**config.mk**
```make
export PLATFORM = sky130hd
export DESIGN_NAME = mep_ctrl
export DESIGN_NICKNAME = d
export VERILOG_FILES = /design/src/rtl/mep_pkg.sv /design/src/rtl/mep_ctrl.sv
export SDC_FILE = /design/constraint.sdc
export NUM_CORES = 1
export LEC_CHECK = 0
export ABC_AREA = 1
export BUFFER_PORTS_ARGS = -buffer_cell sky130_fd_sc_hd__buf_2
export CAP_MARGIN = 25
export CORE_AREA = 2 2 39 41
export DETAILED_ROUTE_END_ITERATION = 10
export DIE_AREA = 0 0 41 43
export GPL_ROUTABILITY_DRIVEN = 0
export PLACE_DENSITY = 0.31
export SYNTH_ARGS = -nofsm -noshare
export SYNTH_HDL_FRONTEND = slang
export SYNTH_SLANG_ARGS = --single-unit
```
**constraint.sdc**
```tcl
create_clock -name clk -period 0.95 [get_ports clk]
set_input_delay 0.095 -clock clk [delete_from_list [all_inputs] [get_ports clk]]
set_output_delay 0.095 -clock clk [all_outputs]
set_load 0.01 [all_outputs]
```
**src/rtl/mep_pkg.sv**
```systemverilog
// shared types, widths and colour tables for the escape-time pixel block
`default_nettype none

package mep_pkg;

    // fixed-point format of z and c
    localparam int FRAC_BITS  = 28;
    localparam int COUNT_BITS = 10;
    localparam int IN_W       = 32;
    localparam int IN_FRAC    = 28;
    localparam int CH_W       = 8;

    // c and z hold sign, three integer bits and the fraction
    localparam int C_W = FRAC_BITS + 4;
    localparam int Z_W = FRAC_BITS + 4;
    // multiplier operand: each component of z is in [-2, 2] once the large-component test passes
    localparam int M_W = FRAC_BITS + 3;
    localparam int P_W = 2 * M_W;
    // headroom for sums of squares and for z*z + c before clamping
    localparam int S_W = FRAC_BITS + 6;

    // input conversion shifts
    localparam int SHL = (FRAC_BITS >= IN_FRAC) ? (FRAC_BITS - IN_FRAC) : 0;
    localparam int SHR = (FRAC_BITS >= IN_FRAC) ? 0 : (IN_FRAC - FRAC_BITS);

    localparam logic signed [S_W-1:0] Z_TWO  = S_W'(1) << (FRAC_BITS + 1);
    localparam logic signed [S_W-1:0] Z_FOUR = S_W'(1) << (FRAC_BITS + 2);

    localparam logic [COUNT_BITS-1:0] LIMIT_RESET = COUNT_BITS'(992);
    localparam logic [COUNT_BITS-1:0] BLACK_COUNT = COUNT_BITS'(255);

    localparam int MOD_A   = 11;
    localparam int MOD_B   = 19;
    localparam int MODA_W  = $clog2(MOD_A);
    localparam int MODB_W  = $clog2(MOD_B);

    // stream payload layout
    localparam int IN_TDATA_W  = 2 * IN_W;
    localparam int OUT_BITS    = COUNT_BITS + 3 * CH_W;
    localparam int OUT_TDATA_W = ((OUT_BITS + 7) / 8) * 8;
    localparam int OUT_PAD     = OUT_TDATA_W - OUT_BITS;

    // commands from the controller to the datapath
    typedef struct packed {
        logic load;    // take a new point, clear z and the count
        logic step;    // do one iteration
        logic finish;  // capture count and colour into the result register
    } mep_cmd_t;

    // status from the datapath to the controller
    typedef struct packed {
        logic escaped;   // large component or |z|^2 > 4
        logic at_limit;  // count reached the limit
    } mep_status_t;

    // blue: min(255, floor((idx+1)*255/9))
    function automatic logic [CH_W-1:0] blue_lut(input logic [MODA_W-1:0] idx);
        logic [CH_W-1:0] v;
        case (idx)
            4'd0:    v = 8'd28;
            4'd1:    v = 8'd56;
            4'd2:    v = 8'd85;
            4'd3:    v = 8'd113;
            4'd4:    v = 8'd141;
            4'd5:    v = 8'd170;
            4'd6:    v = 8'd198;
            4'd7:    v = 8'd226;
            default: v = 8'd255;
        endcase
        return v;
    endfunction

    // green: min(255, floor((idx+1)*255/5))
    function automatic logic [CH_W-1:0] green_lut(input logic [MODA_W-1:0] idx);
        logic [CH_W-1:0] v;
        case (idx)
            4'd0:    v = 8'd51;
            4'd1:    v = 8'd102;
            4'd2:    v = 8'd153;
            4'd3:    v = 8'd204;
            default: v = 8'd255;
        endcase
        return v;
    endfunction

    // red: min(255, floor((idx+1)*255/7))
    function automatic logic [CH_W-1:0] red_lut(input logic [MODB_W-1:0] idx);
        logic [CH_W-1:0] v;
        case (idx)
            5'd0:    v = 8'd36;
            5'd1:    v = 8'd72;
            5'd2:    v = 8'd109;
            5'd3:    v = 8'd145;
            5'd4:    v = 8'd182;
            5'd5:    v = 8'd218;
            default: v = 8'd255;
        endcase
        return v;
    endfunction

endpackage

`default_nettype wire

```
**src/rtl/mep_ctrl.sv**
```systemverilog
// controller: sequences accept, iterations and result hand-off
`default_nettype none

module mep_ctrl (
    input  wire logic                clk,
    input  wire logic                rst_n,
    input  wire logic                s_tvalid,
    output logic                     s_tready,
    output logic                     m_tvalid,
    input  wire logic                m_tready,
    input  wire mep_pkg::mep_status_t status,
    output mep_pkg::mep_cmd_t        cmd
);
    import mep_pkg::*;

    typedef enum logic {
        ST_IDLE,
        ST_RUN
    } state_t;

    state_t state_reg, state_next;
    logic   m_valid_reg, m_valid_next;
    logic   stop;
    logic   out_free;

    assign s_tready = (state_reg == ST_IDLE);
    assign m_tvalid = m_valid_reg;
    assign stop     = status.escaped | status.at_limit;
    assign out_free = ~m_valid_reg | m_tready;

    // next state and commands
    always_comb
    begin
        state_next   = state_reg;
        cmd          = '0;
        m_valid_next = m_valid_reg & ~m_tready;
        unique case (state_reg)
            ST_IDLE:
            begin
                if (s_tvalid)
                begin
                    cmd.load   = 1'b1;
                    state_next = ST_RUN;
                end
            end
            ST_RUN:
            begin
                if (!stop)
                begin
                    cmd.step = 1'b1;
                end
                else if (out_free)
                begin
                    cmd.finish   = 1'b1;
                    m_valid_next = 1'b1;
                    state_next   = ST_IDLE;
                end
            end
            default:
            begin
                state_next = ST_IDLE;
            end
        endcase
    end

    // state and output valid
    always_ff @(posedge clk or negedge rst_n)
    begin
        if (!rst_n)
        begin
            state_reg   <= ST_IDLE;
            m_valid_reg <= 1'b0;
        end
        else
        begin
            state_reg   <= state_next;
            m_valid_reg <= m_valid_next;
        end
    end

endmodule

`default_nettype wire

```
==> results.sh, run 1 <==
export IMPL_ff2ff_path_depth=4
export IMPL_ys_seq_elements=2
export IMPL_crit_family="flip-flops"
export IMPL_synth_top_cells_by_area="dfrtp_1 (44%), nand2_1 (16%), nand2_2 (16%)"
export IMPL_worstSkewPairLatency_ns=0.22
export IMPL_antenna_found_initial=0
export IMPL_worstSetupPathType="reg2out"
export IMPL_drive_above_1_share=0.6176
export IMPL_final_common_cell="buf_2"
export IMPL_fin_skew_ns=0.003258
export IMPL_crit_slowest_cell="dfrtp_1"
export IMPL_drv_slew=0
export IMPL_drtPass1Iterations=2
export IMPL_cts_clk_slew_worst_paths_ns=0.03
export IMPL_yosysUniqueCellTypes=6
export IMPL_die_area_um2=1763
export IMPL_rsz0062_at_grt="yes"
export IMPL_start_kind="register"
export IMPL_violations="negative setup slack"
export IMPL_grt_pass1_wl_um=593
export IMPL_hold_end="state_reg"
export IMPL_core_um2=1384
export IMPL_dp_hpwl_um=259
export IMPL_drt_wl_total_um=360
export IMPL_grt_pass1_vias=150
export IMPL_routedWlPerCell_um=7.200
export IMPL_leakage_nw=0.1540
export IMPL_yosys_area_top_type_share=0.4396
export IMPL_finalWorstSetupSlack_ns=-0.08817
export IMPL_layoutNonFillerInstCount=50
export IMPL_layout_min_cycle_time_ns=1.038
export IMPL_setup_viol=3
export IMPL_setup_tns_ns=-0.1830
export IMPL_grt_max_degree=5
export IMPL_status="finished with violations"
export IMPL_power_density_nw_per_um2=1995
export IMPL_antenna_cells=0
export IMPL_r2r_start="state_reg"
export IMPL_hold_depth=3
export IMPL_nNetsFinal=42
export IMPL_synth_cells=17
export IMPL_worst_path_buf_inv=1
export IMPL_slew_headroom=0.9393
export IMPL_routed_via_density=2.980
export IMPL_top_level_ports=11
export IMPL_cts_buffers=3
export IMPL_r2r_end="state_reg"
export IMPL_rows=14
export IMPL_worst_pin_slew_ns=0.09076
export IMPL_fp_dieH_um=43
export IMPL_syn_to_final_growth_pct=112.1
export IMPL_cts_tree="built"
export IMPL_cts_sinks=2
export IMPL_dp_cells=43
export IMPL_avgSynthCellArea_um2=6.698
export IMPL_dr_first_iter_drc_count=3
export IMPL_vias=149
export IMPL_final_cell_mix="buf_2 (10), nand2_1 (5), inv_1 (4)"
export IMPL_endpoint_kind="primary output"
export IMPL_critPathRequiredTime_ns=0.85
export IMPL_grt_ovfl_total=0
export IMPL_die_width_um=41
export IMPL_drv_cap=0
export IMPL_worstPathMaxFanout=2
export IMPL_finalCritPeriodShare=1.093
export IMPL_hold_violations=0
export IMPL_port_buffers=10
export IMPL_htreeDepth=1
export IMPL_initial_core_util=0.08228
export IMPL_yosysTopAreaCell="dfrtp_1"
export IMPL_slowest_delay_ns=0.37
export IMPL_synth_seq_area_share=0.4396
export IMPL_netlist_area_um2=113.9
export IMPL_min_delay_path_class="in2reg"
export IMPL_final_core_util=0.1745
export IMPL_cp_data_arrival_time_ns=0.94
export IMPL_hp_start="s_tvalid"
export IMPL_crit_top_cell="nand2_2"
export IMPL_syn_num_nets=23
export IMPL_max_freq_mhz=963.2
export IMPL_crit_chain="nand2_2, nand2_2, nor2_2, buf_2"
export IMPL_rrSetupSlack_ns=0.11
export IMPL_grt_usage=0.05628
export IMPL_clock_path_buffers=2
export IMPL_dp_slack_ns=0.1413
export IMPL_ant_nets=0
export IMPL_drc=0
export IMPL_ir_drop_mv=0.9606
export IMPL_root_buffer="clkbuf_4"
export IMPL_ys_warn_count=0
-- where the power goes --
group / total [W] / internal [W] / switching (W)
clock: 0.000186 / 0.000139 / 0.0000464
sequential: 0.000120 / 0.000107 / 0.0000130
combinational: 0.000177 / 0.0000878 / 0.0000889
-- synthesized netlist by cell type --
| master | n |
|---|---|
| nand2_1 | 5 |
| inv_1 | 4 |
| nand2_2 | 3 |
| dfrtp_1 | 2 |
| nor2_1 | 2 |
| inv_2 | 1 |
-- what timing repair did --
action / in CTS / in global routing
setup buffers: 2 / 1
hold buffers: 1 / 0
pin swaps: 1 / 2
cloned: 0 / 0
gates resized for setup: 0 / 1
endpoints found under the setup margin: 3 / 4
hold endpoints to repair: 2 / 0
-- per-stage QoR --
stage | hold WS, ns | power (W) | area [µm²]
6_report | 0.1005 | 0.0004819 | 241.5
5_1_grt | 0.1108 | 0.0005327 | 241.5
4_1_cts | 0.09696 | 0.0004721 | 231.5
3_5_place_dp | -0.1115 | 0.0002513 | 183.9
3_3_place_gp | -0.1140 | 0.0002548 | 183.9
2_1_floorplan | -0.2006 | 0.0001941 | 113.9
-- layer usage --
layer,up-vias,part of all wire,global-route usage
met5,-,0,0
met4,0,0,0.04000
met3,0,0.23,0.06806
met2,13,0.23,0.05313
met1,54,0.54,0.06452
li1,82,-,-
-- tightest hold or removal path, delay by kind of cell --
family / cells / cell delay, ns
buffers and inverters: 1 / 0.07
and+or+nand+nor: 2 / 0.12
-- cells by family (layout without fill, tap and decap cells) --
| kind of cell | after synthesis | in the layout | share of synthesized area |
|---|---|---|---|
| and+or+nand+nor | 10 | 10 | 0.3957 |
| buffers and inverters | 5 | 22 | 0.1648 |
| DFF | 2 | 2 | 0.4396 |
-- worst max path at each step --
stage,start,cells past startpoint,slack (ns),to
finish,m_tvalid,4,-0.09,cmd[0]
global route,m_tvalid,4,-0.15,cmd[0]
CTS,m_tvalid,4,-0.1,cmd[0]
detailed placement,m_tvalid,4,0.14,cmd[0]
global placement,m_tvalid,4,0.14,cmd[0]
floorplan,m_tvalid,3,0.15,cmd[0]
-- final cells by class --
type                    count  area (µm²)
fillers                   155        1142
well taps                  16       20.02
repair buffers             14       82.58
multi-input cells          10       47.55
inverters                   5       18.77
flip-flops and latches      2       50.05
clock buffers               3       22.52
No activity file was read; power rests on OpenSTA's default activity.
==> run 2, diff against run 1 <==
- MAX_ROUTING_LAYER: not set -> met4
==> results.sh, run 2 (same netlist as run 1, synthesis figures left out) <==
export IMPL_layout_min_cycle_time_ns=1.038
export IMPL_worst_pin_slew_ns=0.09075
export IMPL_hold_depth=3
export IMPL_hold_violations=0
export IMPL_dp_slack_ns=0.1413
export IMPL_start_kind="register"
export IMPL_htreeDepth=1
export IMPL_finalWorstSetupSlack_ns=-0.08817
export IMPL_final_cell_mix="buf_2 (10), nand2_1 (5), inv_1 (4)"
export IMPL_finalPower_w=0.0004811
export IMPL_syn_to_final_growth_pct=112.1
export IMPL_nNetsFinal=42
export IMPL_drv_slew=0
export IMPL_startpoint="m_tvalid"
export IMPL_endpoint_kind="primary output"
export IMPL_drtPass1Iterations=2
export IMPL_drive_above_1_share=0.6176
export IMPL_crit_top_cell="nand2_2"
export IMPL_vias=147
export IMPL_finalCritPeriodShare=1.093
export IMPL_drc=0
export IMPL_die_area_um2=1763
export IMPL_core_um2=1384
export IMPL_dp_hpwl_um=259
export IMPL_routedWlPerCell_um=7.220
export IMPL_worstSetupPathType="reg2out"
export IMPL_grt_ovfl_total=0
export IMPL_routed_via_density=2.940
export IMPL_status="finished with violations"
export IMPL_dr_first_iter_drc_count=3
export IMPL_final_core_util=0.1745
export IMPL_ir_drop_mv=0.9583
export IMPL_worstSkewPairLatency_ns=0.22
export IMPL_root_buffer="clkbuf_4"
export IMPL_drv_cap=0
export IMPL_crit_slowest_cell="dfrtp_1"
export IMPL_placed_cell_area_um2=183.9
export IMPL_initial_core_util=0.08228
export IMPL_violations="negative setup slack"
export IMPL_cts_sinks=2
export IMPL_antenna_cells=0
export IMPL_critPathRequiredTime_ns=0.85
export IMPL_ant_nets=0
export IMPL_rsz0062_at_grt="yes"
export IMPL_fin_skew_ns=0.003333
export IMPL_crit_family="flip-flops"
export IMPL_fp_dieH_um=43
export IMPL_grt_max_degree=5
export IMPL_cts_buffers=3
export IMPL_rrSetupSlack_ns=0.11
export IMPL_worst_path_buf_inv=1
export IMPL_setup_viol=3
export IMPL_worst_path_stages=4
export IMPL_grt_pass1_wl_um=593
export IMPL_drt_wl_total_um=361
export IMPL_worstPathMaxFanout=2
export IMPL_port_buffers=10
export IMPL_leakage_nw=0.1540
export IMPL_setup_tns_ns=-0.1867
export IMPL_r2r_start="state_reg"
export IMPL_final_common_cell="buf_2"
export IMPL_ff2ff_path_depth=4
export IMPL_power_density_nw_per_um2=1992
export IMPL_clock_path_buffers=2
export IMPL_rows=14
export IMPL_slew_headroom=0.9393
export IMPL_max_freq_mhz=963.2
export IMPL_min_delay_path_class="in2reg"
export IMPL_crit_chain="nand2_2, nand2_2, nor2_2, buf_2"
export IMPL_r2r_end="state_reg"
export IMPL_grt_usage=0.05767
export IMPL_crit_end="cmd[0]"
export IMPL_cp_data_arrival_time_ns=0.94
export IMPL_cts_tree="built"
export IMPL_antenna_found_initial=0
export IMPL_slowest_delay_ns=0.37
export IMPL_top_level_ports=11
export IMPL_cts_clk_slew_worst_paths_ns=0.03
export IMPL_design_area_um2=241.5
export IMPL_grt_pass1_vias=151
export IMPL_die_width_um=41
run 2: metrics by stage:
step	hold slack (ns)	std cells
after floorplan	-0.2006	17
after global placement	-0.1140	43
after detailed placement	-0.1115	43
after CTS	0.09696	49
after global routing	0.1108	50
final	0.1014	50
run 2: repair_timing:
action                     CTS  global route
pin swaps                    1             2
setup endpoints to repair    3             4
hold buffers                 1             0
buffers inserted             2             1
gates resized for setup      0             1
hold endpoints to repair     2             0
run 2: final cells by class:
class,instances,area (µm²)
fillers,155,1142
repair buffers,14,82.58
flip-flops and latches,2,50.05
multi-input cells,10,47.55
clock buffers,3,22.52
well taps,16,20.02
inverters,5,18.77
run 2: worst min-delay path by stage:
stage | start | endpoint
after detailed placement | rst_n | m_tvalid
after floorplan | rst_n | m_tvalid
after global routing | s_tvalid | state_reg
after global placement | rst_n | m_tvalid
final | s_tvalid | state_reg
after CTS | s_tvalid | state_reg
run 2: worst reg2reg max path: cells and delay by family (launching register included):
| kind | cells | cell delay (ns) |
|---|---|---|
| DFF | 1 | 0.38 |
| buffers and inverters | 2 | 0.25 |
| and+or+nand+nor | 2 | 0.10 |
run 2: report_power, final:
group	switching [W]	total, W	internal, W	leakage [nW]
logic	0.0000887	0.000176	0.0000878	0.116
registers	0.0000133	0.000120	0.000107	0.0238
clock network	0.0000456	0.000185	0.000139	0.0138
run 2: per-layer routing:
layer | part of all wire | track usage
met5 | 0 | -
met4 | 0 | 0.04000
met3 | 0.20 | 0.06806
met2 | 0.24 | 0.05313
met1 | 0.56 | 0.06452
